### config.mk
export PLATFORM = sky130hd
export DESIGN_NAME = magnetometer_link_sequencer_unit
export DESIGN_NICKNAME = d
export VERILOG_FILES = /design/src/rtl/mlseq_pkg.sv /design/src/rtl/mlseq_core.sv /design/src/rtl/mlseq_tx.sv /design/src/rtl/magnetometer_link_sequencer_unit.sv
export SDC_FILE = /design/constraint.sdc
export NUM_CORES = 1
export LEC_CHECK = 0
export BUFFER_PORTS_ARGS = -buffer_cell sky130_fd_sc_hd__buf_2
export CAP_MARGIN = 20
export CORE_ASPECT_RATIO = 0.6
export CORE_MARGIN = 4
export CORE_UTILIZATION = 67
export DETAILED_ROUTE_END_ITERATION = 10
export PLACE_DENSITY_LB_ADDON = 0.2
export SLEW_MARGIN = 5
export SYNTH_ARGS = -nofsm -noshare
export SYNTH_HDL_FRONTEND = slang
export SYNTH_SLANG_ARGS = --single-unit
### constraint.sdc
create_clock -name clk_i -period 7.86 [get_ports clk_i]
set_input_delay 2.358 -clock clk_i [delete_from_list [all_inputs] [get_ports clk_i]]
set_output_delay 2.358 -clock clk_i [all_outputs]
set_load 0.02 [all_outputs]
### src/rtl/mlseq_pkg.sv
// Shared types, codes and constants of the magnetometer link sequencer.
`default_nettype none
package mlseq_pkg;

  // Default record length in bytes (legal range 2 to 32; the query index is 5 bits)
  localparam int unsigned RECORD_BYTES = 28;

  // Bytes in one sensor command
  localparam int unsigned CMD_BYTES = 9;

  // Configuration register indexes
  localparam logic [1:0] CFG_CYCLE_COUNT   = 2'd0;
  localparam logic [1:0] CFG_FREQ_SETTING  = 2'd1;
  localparam logic [1:0] CFG_RETRIEVE_MODE = 2'd2;

  // Configuration reset values
  localparam logic [15:0] CYCLE_COUNT_RST   = 16'h0320;
  localparam logic [7:0]  FREQ_SETTING_RST  = 8'h1E;
  localparam logic [7:0]  RETRIEVE_MODE_RST = 8'h01;

  // Command opcodes and fill byte
  localparam logic [7:0] OP_SET_COUNT  = 8'h01;
  localparam logic [7:0] OP_READ_COUNT = 8'h02;
  localparam logic [7:0] OP_START_MEAS = 8'h03;
  localparam logic [7:0] OP_RETRIEVE   = 8'h05;
  localparam logic [7:0] FILL_BYTE     = 8'hFF;

  // Request types on the input channel
  typedef enum logic [1:0] {
    REQ_POLL    = 2'd0,
    REQ_RX_BYTE = 2'd1,
    REQ_TIMEOUT = 2'd2,
    REQ_QUERY   = 2'd3
  } req_e;

  // Result kinds
  typedef enum logic [1:0] {
    KIND_CMD    = 2'd0,
    KIND_STATUS = 2'd1,
    KIND_DATA   = 2'd2
  } kind_e;

  // Status codes
  typedef enum logic [2:0] {
    ST_NONE       = 3'd0,
    ST_COUNT_OK   = 3'd1,
    ST_BAD_ECHO   = 3'd2,
    ST_ECHO_TMO   = 3'd3,
    ST_READ_ERROR = 3'd4
  } status_e;

  // Sequence phases
  typedef enum logic [2:0] {
    PH_SET_COUNT  = 3'd0,
    PH_READ_COUNT = 3'd1,
    PH_ECHO_CHECK = 3'd2,
    PH_RETRIEVE   = 3'd3,
    PH_START_MEAS = 3'd4,
    PH_MEASURE    = 3'd5
  } phase_e;

  // One burst of results produced by one request
  typedef struct packed {
    logic                          is_cmd;
    kind_e                         kind;
    status_e                       status;
    logic                          record_done;
    logic [7:0]                    data_byte;
    phase_e                        phase_now;
    logic [CMD_BYTES-1:0][7:0]     cmd;
  } burst_t;

endpackage
`default_nettype wire

### src/rtl/mlseq_core.sv
// Request register, sequencer state, record buffers and burst builder.
`default_nettype none
module mlseq_core #(
  parameter int unsigned RECORD_BYTES = mlseq_pkg::RECORD_BYTES
) (
  input  wire logic            clk_i,
  input  wire logic            rst_ni,
  input  wire logic            s_axis_tvalid,
  output logic                 s_axis_tready,
  input  wire logic [15:0]     s_axis_tdata,   // rx_byte[7:0], query_index[12:8]
  input  wire logic [1:0]      s_axis_tuser,   // req_type[1:0]
  input  wire logic            cfg_we_i,
  input  wire logic [1:0]      cfg_idx_i,
  input  wire logic [15:0]     cfg_data_i,
  input  wire logic            load_ok_i,
  output logic                 burst_valid_o,
  output mlseq_pkg::burst_t    burst_o
);

  localparam int unsigned PosW = $clog2(RECORD_BYTES);
  localparam int unsigned QW   = 5;
  localparam int unsigned WideW = QW + PosW;
  localparam logic [PosW-1:0] LastPos = PosW'(RECORD_BYTES - 1);

  // Configuration registers
  logic [15:0] cycle_count_q;
  logic [7:0]  freq_setting_q;
  logic [7:0]  retrieve_mode_q;

  always_ff @(posedge clk_i or negedge rst_ni) begin
    if (!rst_ni) begin
      cycle_count_q   <= mlseq_pkg::CYCLE_COUNT_RST;
      freq_setting_q  <= mlseq_pkg::FREQ_SETTING_RST;
      retrieve_mode_q <= mlseq_pkg::RETRIEVE_MODE_RST;
    end else if (cfg_we_i) begin
      case (cfg_idx_i)
        mlseq_pkg::CFG_CYCLE_COUNT:   cycle_count_q   <= cfg_data_i;
        mlseq_pkg::CFG_FREQ_SETTING:  freq_setting_q  <= cfg_data_i[7:0];
        mlseq_pkg::CFG_RETRIEVE_MODE: retrieve_mode_q <= cfg_data_i[7:0];
        default: ;
      endcase
    end
  end

  // Input register
  logic            in_valid_q;
  mlseq_pkg::req_e req_q;
  logic [7:0]      rx_q;
  logic [QW-1:0]   qi_q;
  logic            advance;

  assign advance       = in_valid_q & load_ok_i;
  assign s_axis_tready = ~in_valid_q | load_ok_i;

  always_ff @(posedge clk_i or negedge rst_ni) begin
    if (!rst_ni) begin
      in_valid_q <= 1'b0;
    end else if (s_axis_tready) begin
      in_valid_q <= s_axis_tvalid;
    end
  end

  always_ff @(posedge clk_i) begin
    if (s_axis_tvalid && s_axis_tready) begin
      req_q <= mlseq_pkg::req_e'(s_axis_tuser);
      rx_q  <= s_axis_tdata[7:0];
      qi_q  <= s_axis_tdata[12:8];
    end
  end

  // Sequencer state
  mlseq_pkg::phase_e phase_q, phase_d;
  logic [1:0]        echo_cnt_q, echo_cnt_d;
  logic [15:0]       echo_q, echo_d;
  logic [PosW-1:0]   pos_q, pos_d;
  logic [7:0]        asm_q    [RECORD_BYTES];
  logic [7:0]        latest_q [RECORD_BYTES];

  logic echo_ok;
  assign echo_ok = (echo_cnt_q == 2'd2) && (echo_q == cycle_count_q);

  // Next phase
  always_comb begin
    phase_d = phase_q;
    if (advance) begin
      case (req_q)
        mlseq_pkg::REQ_POLL: begin
          case (phase_q)
            mlseq_pkg::PH_SET_COUNT:  phase_d = mlseq_pkg::PH_READ_COUNT;
            mlseq_pkg::PH_READ_COUNT: phase_d = mlseq_pkg::PH_ECHO_CHECK;
            mlseq_pkg::PH_ECHO_CHECK: begin
              phase_d = echo_ok ? mlseq_pkg::PH_RETRIEVE : mlseq_pkg::PH_SET_COUNT;
            end
            mlseq_pkg::PH_RETRIEVE:   phase_d = mlseq_pkg::PH_START_MEAS;
            mlseq_pkg::PH_START_MEAS: phase_d = mlseq_pkg::PH_MEASURE;
            mlseq_pkg::PH_MEASURE:    phase_d = mlseq_pkg::PH_MEASURE;
            default:                  phase_d = mlseq_pkg::PH_SET_COUNT;
          endcase
        end
        mlseq_pkg::REQ_TIMEOUT: begin
          if (phase_q == mlseq_pkg::PH_ECHO_CHECK || phase_q == mlseq_pkg::PH_MEASURE) begin
            phase_d = mlseq_pkg::PH_SET_COUNT;
          end
        end
        default: ;
      endcase
    end
  end

  // Phase-dependent actions and burst contents
  logic            restart;
  logic            asm_we;
  logic            rec_done;
  logic            is_cmd;
  mlseq_pkg::status_e status;
  logic [mlseq_pkg::CMD_BYTES-1:0][7:0] cmd;

  always_comb begin
    restart    = 1'b0;
    is_cmd     = 1'b0;
    status     = mlseq_pkg::ST_NONE;
    cmd        = '0;
    echo_cnt_d = echo_cnt_q;
    echo_d     = echo_q;
    pos_d      = pos_q;
    asm_we     = 1'b0;
    rec_done   = 1'b0;
    case (req_q)
      mlseq_pkg::REQ_POLL: begin
        case (phase_q)
          mlseq_pkg::PH_SET_COUNT: begin
            is_cmd = 1'b1;
            cmd[0] = mlseq_pkg::OP_SET_COUNT;
            cmd[1] = cycle_count_q[15:8];
            cmd[2] = cycle_count_q[7:0];
          end
          mlseq_pkg::PH_READ_COUNT: begin
            is_cmd     = 1'b1;
            cmd[0]     = mlseq_pkg::OP_READ_COUNT;
            echo_cnt_d = 2'd0;
            echo_d     = 16'd0;
          end
          mlseq_pkg::PH_ECHO_CHECK: begin
            if (echo_cnt_q != 2'd2) begin
              status  = mlseq_pkg::ST_ECHO_TMO;
              restart = 1'b1;
            end else if (echo_ok) begin
              status     = mlseq_pkg::ST_COUNT_OK;
              echo_cnt_d = 2'd0;
            end else begin
              status  = mlseq_pkg::ST_BAD_ECHO;
              restart = 1'b1;
            end
          end
          mlseq_pkg::PH_RETRIEVE: begin
            is_cmd = 1'b1;
            cmd[0] = mlseq_pkg::OP_RETRIEVE;
            cmd[1] = retrieve_mode_q;
          end
          mlseq_pkg::PH_START_MEAS: begin
            is_cmd = 1'b1;
            cmd[0] = mlseq_pkg::OP_START_MEAS;
            cmd[1] = mlseq_pkg::FILL_BYTE;
            cmd[2] = mlseq_pkg::FILL_BYTE;
            cmd[3] = mlseq_pkg::FILL_BYTE;
            cmd[4] = mlseq_pkg::FILL_BYTE;
            cmd[5] = freq_setting_q;
          end
          mlseq_pkg::PH_MEASURE: ;
          default: restart = 1'b1;
        endcase
      end
      mlseq_pkg::REQ_RX_BYTE: begin
        if (phase_q == mlseq_pkg::PH_ECHO_CHECK) begin
          if (echo_cnt_q != 2'd2) begin
            echo_d     = {echo_q[7:0], rx_q};
            echo_cnt_d = echo_cnt_q + 2'd1;
          end
        end else if (phase_q == mlseq_pkg::PH_MEASURE) begin
          asm_we = 1'b1;
          if (pos_q == LastPos) begin
            rec_done = 1'b1;
            pos_d    = '0;
          end else begin
            pos_d = pos_q + PosW'(1);
          end
        end
      end
      mlseq_pkg::REQ_TIMEOUT: begin
        if (phase_q == mlseq_pkg::PH_ECHO_CHECK) begin
          status  = mlseq_pkg::ST_ECHO_TMO;
          restart = 1'b1;
        end else if (phase_q == mlseq_pkg::PH_MEASURE) begin
          status  = mlseq_pkg::ST_READ_ERROR;
          restart = 1'b1;
        end
      end
      default: ;
    endcase
    if (restart) begin
      echo_cnt_d = 2'd0;
      echo_d     = 16'd0;
      pos_d      = '0;
    end
  end

  // Record query read
  logic [WideW-1:0] qi_wide;
  logic [PosW-1:0]  q_idx;
  logic             q_in_range;
  logic [7:0]       q_data;

  assign qi_wide    = {{PosW{1'b0}}, qi_q};
  assign q_idx      = qi_wide[PosW-1:0];
  assign q_in_range = qi_wide < WideW'(RECORD_BYTES);
  assign q_data     = q_in_range ? latest_q[q_idx] : 8'd0;

  // State registers
  always_ff @(posedge clk_i or negedge rst_ni) begin
    if (!rst_ni) begin
      phase_q    <= mlseq_pkg::PH_SET_COUNT;
      echo_cnt_q <= 2'd0;
      echo_q     <= 16'd0;
      pos_q      <= '0;
    end else if (advance) begin
      phase_q    <= phase_d;
      echo_cnt_q <= echo_cnt_d;
      echo_q     <= echo_d;
      pos_q      <= pos_d;
    end
  end

  // Assembly buffer, written at the running position
  always_ff @(posedge clk_i) begin
    if (advance && asm_we) begin
      asm_q[pos_q] <= rx_q;
    end
  end

  // Latest record: whole-record copy on completion, cleared on restart
  for (genvar i = 0; i < RECORD_BYTES; i++) begin : g_latest
    always_ff @(posedge clk_i or negedge rst_ni) begin
      if (!rst_ni) begin
        latest_q[i] <= 8'd0;
      end else if (advance && restart) begin
        latest_q[i] <= 8'd0;
      end else if (advance && rec_done) begin
        latest_q[i] <= (i == RECORD_BYTES - 1) ? rx_q : asm_q[i];
      end
    end
  end

  // Burst handed to the output stage
  assign burst_valid_o = advance;

  always_comb begin
    burst_o             = '0;
    burst_o.is_cmd      = is_cmd;
    burst_o.cmd         = cmd;
    burst_o.status      = status;
    burst_o.record_done = rec_done;
    burst_o.phase_now   = phase_d;
    if (is_cmd) begin
      burst_o.kind = mlseq_pkg::KIND_CMD;
    end else if (req_q == mlseq_pkg::REQ_QUERY) begin
      burst_o.kind      = mlseq_pkg::KIND_DATA;
      burst_o.data_byte = q_data;
    end else begin
      burst_o.kind = mlseq_pkg::KIND_STATUS;
    end
  end

endmodule
`default_nettype wire

### src/rtl/mlseq_tx.sv
// Result register that plays out one burst, one result per beat.
`default_nettype none
module mlseq_tx (
  input  wire logic              clk_i,
  input  wire logic              rst_ni,
  input  wire logic              burst_valid_i,
  input  wire mlseq_pkg::burst_t burst_i,
  output logic                   load_ok_o,
  output logic                   m_axis_tvalid,
  input  wire logic              m_axis_tready,
  output logic [23:0]            m_axis_tdata,
  output logic [1:0]             m_axis_tuser,
  output logic                   m_axis_tlast
);

  localparam int unsigned BeatW = $clog2(mlseq_pkg::CMD_BYTES);
  localparam logic [BeatW-1:0] LastBeat = BeatW'(mlseq_pkg::CMD_BYTES - 1);

  logic              valid_q;
  logic [BeatW-1:0]  beat_q;
  mlseq_pkg::burst_t burst_q;
  logic              last_beat;

  assign last_beat = ~burst_q.is_cmd | (beat_q == LastBeat);
  assign load_ok_o = ~valid_q | (m_axis_tready & last_beat);

  // Beat control
  always_ff @(posedge clk_i or negedge rst_ni) begin
    if (!rst_ni) begin
      valid_q <= 1'b0;
      beat_q  <= '0;
    end else if (load_ok_o) begin
      valid_q <= burst_valid_i;
      beat_q  <= '0;
    end else if (m_axis_tready) begin
      beat_q <= beat_q + BeatW'(1);
    end
  end

  // Payload: command bytes shift down one per beat
  always_ff @(posedge clk_i) begin
    if (load_ok_o) begin
      burst_q <= burst_i;
    end else if (m_axis_tready) begin
      burst_q.cmd <= {8'h00, burst_q.cmd[mlseq_pkg::CMD_BYTES-1:1]};
    end
  end

  assign m_axis_tvalid = valid_q;
  assign m_axis_tlast  = last_beat;
  assign m_axis_tuser  = burst_q.kind;
  assign m_axis_tdata  = {1'b0, burst_q.phase_now, burst_q.data_byte,
                          burst_q.record_done, burst_q.status, burst_q.cmd[0]};

endmodule
`default_nettype wire

### src/rtl/magnetometer_link_sequencer_unit.sv
// Top level of the magnetometer link sequencer.
// Requests enter on the s_axis channel: tuser carries the request type (poll,
// received byte, receive timeout, record query), tdata the received byte and
// the query index. Results leave on m_axis: tuser is the result kind, tdata
// holds command byte, status, record-done flag, queried byte and the phase,
// tlast marks the final result of a request.
// A poll in a command phase yields nine command bytes; every other request
// yields one result. A request passes through the input register, then the
// result register, before its first result. One request is accepted per cycle
// while single results flow; a command burst holds the input for nine beats,
// set by the one-beat-per-cycle result register.
// Configuration is written through cfg_we_i / cfg_idx_i / cfg_data_i while
// idle. Reset returns to the set-count phase, clears the echo and record
// state and the latest record, and restores the default register values.
// When the receiver stalls, results hold and the input fills and then stalls.
`default_nettype none
module magnetometer_link_sequencer_unit #(
  parameter int unsigned RECORD_BYTES = mlseq_pkg::RECORD_BYTES
) (
  input  wire logic        clk_i,
  input  wire logic        rst_ni,
  input  wire logic        s_axis_tvalid,
  output logic             s_axis_tready,
  input  wire logic [15:0] s_axis_tdata,   // rx_byte[7:0], query_index[12:8]
  input  wire logic [1:0]  s_axis_tuser,   // req_type[1:0]
  output logic             m_axis_tvalid,
  input  wire logic        m_axis_tready,
  output logic [23:0]      m_axis_tdata,   // tx_byte[7:0], status[10:8],
                                           // record_done[11], data_byte[19:12],
                                           // phase_now[22:20]
  output logic [1:0]       m_axis_tuser,   // kind[1:0]
  output logic             m_axis_tlast,
  input  wire logic        cfg_we_i,
  input  wire logic [1:0]  cfg_idx_i,
  input  wire logic [15:0] cfg_data_i
);

  logic              load_ok;
  logic              burst_valid;
  mlseq_pkg::burst_t burst;

  // Request decode and sequencer state
  mlseq_core #(
    .RECORD_BYTES(RECORD_BYTES)
  ) u_core (
    .clk_i,
    .rst_ni,
    .s_axis_tvalid,
    .s_axis_tready,
    .s_axis_tdata,
    .s_axis_tuser,
    .cfg_we_i,
    .cfg_idx_i,
    .cfg_data_i,
    .load_ok_i     (load_ok),
    .burst_valid_o (burst_valid),
    .burst_o       (burst)
  );

  // Result playout
  mlseq_tx u_tx (
    .clk_i,
    .rst_ni,
    .burst_valid_i (burst_valid),
    .burst_i       (burst),
    .load_ok_o     (load_ok),
    .m_axis_tvalid,
    .m_axis_tready,
    .m_axis_tdata,
    .m_axis_tuser,
    .m_axis_tlast
  );

endmodule
`default_nettype wire
; Yosys cells after proc, flatten, opt, wreduce, memory -nomap -nowiden
; Memory sizes are Yosys's and may differ from the RTL's.
; Index checks and enable logic that the tools add are counted.
; Widths: inputs -> output; s select.
[classes]
muxes = 113
order_cmp = 2
n_bitwise = 11
n_reduce_logical = 24
eq_ne = 22
n_addsub = 3
[ops]
columns = operator, n
row1 = $mux 8, 58
row2 = $mux 48, 3
row3 = $mux 16, 4
row4 = $bmux 8 s5, 1
row5 = $pmux 16 s2, 1
row6 = $mux 5, 5
row7 = $mux 24, 1
row8 = $pmux 8 s3, 1
row9 = $mux 2, 9
row10 = $eq 16x16->1, 1
row11 = $pmux 8 s2, 1
row12 = $mux 3, 5
row13 = $pmux 3 s5, 1
row14 = $mux 1, 14
row15 = $pmux 3 s2, 2
row16 = $pmux 3 s4, 1
row17 = $eq 2x2->1 const B, 4
row18 = $mux 4, 2
row19 = $ne 4x2->1 const B, 2
row20 = $pmux 2 s2, 2
row21 = $reduce_bool 2->1, 4
row22 = $reduce_and 7->1, 1
row23 = $eq 3x2->1 const B, 2
row24 = $eq 3x3->1 const B, 2
row25 = 31 further kinds, 48
[totals]
output_inout_bits = 29
mem_bits_rw = 224
regBits = 369
mem_count = 1
elab_cells = 229
[memory_table]
columns = memory, depth, word_bits, read_ports, rd_clocked_by_memory_dff, wr, line_no
row1 = u_core.asm_q, 28, 8, 27, 0, 1, mlseq_core.sv:76  ; logic [7:0] asm_q [RECORD_BYTES];

; Logic depth before layout (Yosys ltp)
[logic_depth]
depth_word = 8
ltp_mapped = 11

; Hierarchy
; From an unflattened synthesis, not the netlist that was laid out.
[hier_totals]
cells_unflattened = 1920
hier_area_um2 = 25325.5
[by_module_without_submodules]
columns = module, area_each_um2, seq_area_each_um2, n_inst, cells_each
row1 = mlseq_core, 21191.6, 14028.5, 1, 1692
row2 = mlseq_tx, 4134.0, 2827.7, 1, 228

; Least setup slack after synthesis
; OpenSTA, ideal clock, no wires.
[synth_path]
path_type = input port to output port
from = input port m_axis_tready
to = output port s_axis_tready
arrival_time_ns = 3.056
setup_slack_ns = 2.446
path_stages = 4
path_buffers = 1
required_ns = 5.502
cell_sequence = nand4b_1 and3_1 clkbuf_1 nand2_1
[synth_between]
elab_chain_len = 3
[synth_rtl]
columns = element, line_no
row1 = start: declaration, magnetometer_link_sequencer_unit.sv:27  ; input wire logic m_axis_tready,
row2 = $and 1x1->1, mlseq_tx.sv:25  ; assign load_ok_o = ~valid_q | (m_axis_tready & last_beat);
row3 = $or 1x1->1, mlseq_tx.sv:25
row4 = $or 1x1->1, mlseq_core.sv:53  ; assign s_axis_tready = ~in_valid_q | load_ok_i;
row5 = end: declaration, magnetometer_link_sequencer_unit.sv:23  ; output logic s_axis_tready,
; No other way between the ends.

; Final worst setup path
; Ends and elaborated chain as after synthesis.

==> metrics.txt <==
FP Rows 53; initial DRC count 1,861; worst path required time 5.50 ns; Final Instance Area 25,800 um^2; H-tree levels 2; post-route non-filler standard cell count 2,383; Pwr Density 262 nW/um^2; WL/cell 22.7 um; placed cell areas 24,100 um^2; leading post-synthesis cells by cell area edfxtp_1 38%, dfrtp_1 30%, nand2_1 7.8%; total clock sinks 585; Netlist cell types 53; routed vias/inst 6.20; port bufs 65; pin count of the biggest net entering global routing 225; CP Launch Type input pin; Vias 14,784; Max FO, Critical Path 7; most common cell in the netlist nand2_1; FFs w/ async S/R, synth 49.2%; GRT Total Usage 28.4%; final WL 54,200 um; number of enable flip-flop cells after synthesis 297; CP most frequent cell buf_2; status finished, final reports clean; share of layout cells above drive strength 1 14.6%; sequential element share of the synthesized area 68.2%; Die H 154 um; clock-pin slew on the worst setup and hold paths 0.06 ns; CTS root buffer clkbuf_16; worst-path cell chain buf_2 -> nand4b_1 -> and3_1 -> nand2_1 -> buf_2; synth warn 0; HPWL after DPL 31,500 um; VDD IR max 0.203 mV; DRT Pass-1 Iters 6; Final setup viols 0; setup_tns 0 ns; Routed Antenna Nets 0; main flop type after synthesis edfxtp_1; DRC 0; Hold WC Path Type reg -> reg; Max Clk Rate 0.180 GHz; synthesized flop and latch total 585; slowest stage delay, CP 0.22 ns; RSZ-0062 raised after global routing no; ANT cells 0; CTS Hold Buffers Added 0; crit share post-route 70.6%; grt total ovfl 0; Cell Area, Synth 23,700 um^2; worst-margin pin slew 1.31 ns; kind of critical path in -> out; Final Net Count 1,922; Tmin final 5.55 ns; antenna violations before repair 2; P_leak 9.96 nW; CTS resizes 0; gpl congestion 0.833; Hold Fails Final Rpt 0; vias in the first global route 14,778; TritonCTS clock tree yes; Clk Latency, worst-skew pair 0.58 ns; Top Ports 70; Slew Limit Headroom 12.8%; Initial Utilization 67.7%; DIE AREA 38,500 um^2; WP data arrival 3.19 ns; post-CTS setup buffer count 0; Mapped Cells 1,879; Max Cap Viol 0; Area growth syn-to-layout 9.09%; placed cell count 2,287; CP max stage cell and3_1; Post-Syn Area per Cell 12.6 um^2; top-area cell type share of the netlist area 37.7%; first-pass GRT wire length 84,900 um; cell taking the most area after synthesis edfxtp_1; Die X 251 um; Post-synth top cells 494 x nand2_1, 297 x edfxtp_1, 280 x dfrtp_1, 235 x a21oi_1, 76 x nor2_1; Final Slew Violations 0; Fin Clk Skew 0.0216 ns; Max Buffers Root-to-Sink 3; post-synth net total 1,927; core footprint 34,900 um^2; CTS Buf Count 51; critical path endpoint category output port
==> path summary, 6_finish.rpt <==
path | startpoint | endpoint | slack (ns) | cells after the start
max | m_axis_tready | s_axis_tready | 2.31 | 5
min | u_core.freq_setting_q[6] | u_core.freq_setting_q[6] | 0.50 | 1
max reg2reg | u_core.phase_q[2] | u_core.asm_q[5][0] | 3.85 | 5
min reg2reg | u_core.freq_setting_q[6] | u_core.freq_setting_q[6] | 0.50 | 1
max in group asynchronous | rst_ni | u_core.latest_q[81] | 4.40 | 2
min in group asynchronous | rst_ni | u_core.latest_q[61] | 1.84 | 1
==> area by class of cell <==
type / instances / area (um^2)
clock buffer: 78 / 1500
sequential: 585 / 16100
inverter: 30 / 113
multi-input combinational: 1119 / 6740
timing repair buffer: 87 / 578
clock inverter: 17 / 181
fill: 2167 / 9120
tap: 467 / 584
==> metal layers <==
layer	track usage, %	share of wire, %	up-vias
met5	0	0.024	-
met4	6.07	1.8	2
met3	6.85	9.8	77
met2	41.0	45	640
met1	45.3	44	7519
li1	-	-	6546
==> worst max-delay path: cells and delay by family <==
family | cells | cell delay (ns)
and+or+nand+nor | 3 | 0.51
buffers and inverters | 2 | 0.32
==> registers in the layout, summed over array words and instances, names as in the netlist, 2 cells and up <==
name                    cells
u_tx.m_axis_tdata          23
u_core.cycle_count_q       16
u_core.retrieve_mode_q      8
u_core.asm_q              216
u_core.freq_setting_q       8
u_core.rx_q                 8
u_tx.burst_q               41
u_core.phase_q              3
u_core.q_idx                5
u_core.pos_q                5
u_core.echo_q              16
u_core.req_q                2
u_tx.m_axis_tuser           2
u_tx.beat_q                 4
u_core.latest_q           224
u_core.echo_cnt_q           2
==> power breakdown <==
| group | internal [mW] | total (mW) | switching, mW |
|---|---|---|---|
| Combinational | 0.241 | 0.668 | 0.427 |
| Sequential | 3.41 | 3.56 | 0.152 |
| Clock | 1.45 | 2.54 | 1.09 |
==> cells in the final DEF, fill, tap and decap left out, types with 4 or more instances in the layout <==
cell type and count:
nor2_1 75, mux4_2 64, o22ai_1 5, clkbuf_16 53
o221ai_1 16, mux2i_1 8, o21ai_0 26, clkbuf_8 8
nand3b_1 6, a22o_1 8, nand2_1 494, dfstp_2 8
clkbuf_1 17, a211oi_1 8, buf_2 64, ha_1 7
dfrtp_1 280, nand3_1 17, inv_1 29, edfxtp_1 297
and2_1 17, nand4_1 13, buf_4 17, mux2_2 32
xnor2_1 17, nand2b_1 7, clkinv_2 10, bufinv_16 4
a21o_1 16, a21oi_1 235
==> kinds of logic (layout without fill, tap and decap cells) <==
family,Yosys count,in the layout,share of synthesized area (%)
compound gates,334,334,7.97
flops,585,585,68.2
buf+inv,175,212,3.55
fa+ha+maj,7,7,0.370
xor+xnor,19,19,0.703
mux,104,104,7.95
other cells,1,1,0.0158
simple gates,654,654,11.3
==> through the flow <==
step                total power, mW  hold slack (ns)  utilization, %  setup WS, ns
floorplan                      4.05            0.450               -          2.45
global placement               4.24            0.462            68.9          2.35
detailed placement             4.27            0.486            69.0          2.33
CTS                            6.78            0.500            73.8          2.33
global route                   7.02            0.510            73.9          2.24
finish                         6.77            0.498            73.9          2.31
Note: power is estimated with default switching activity, not from simulation.
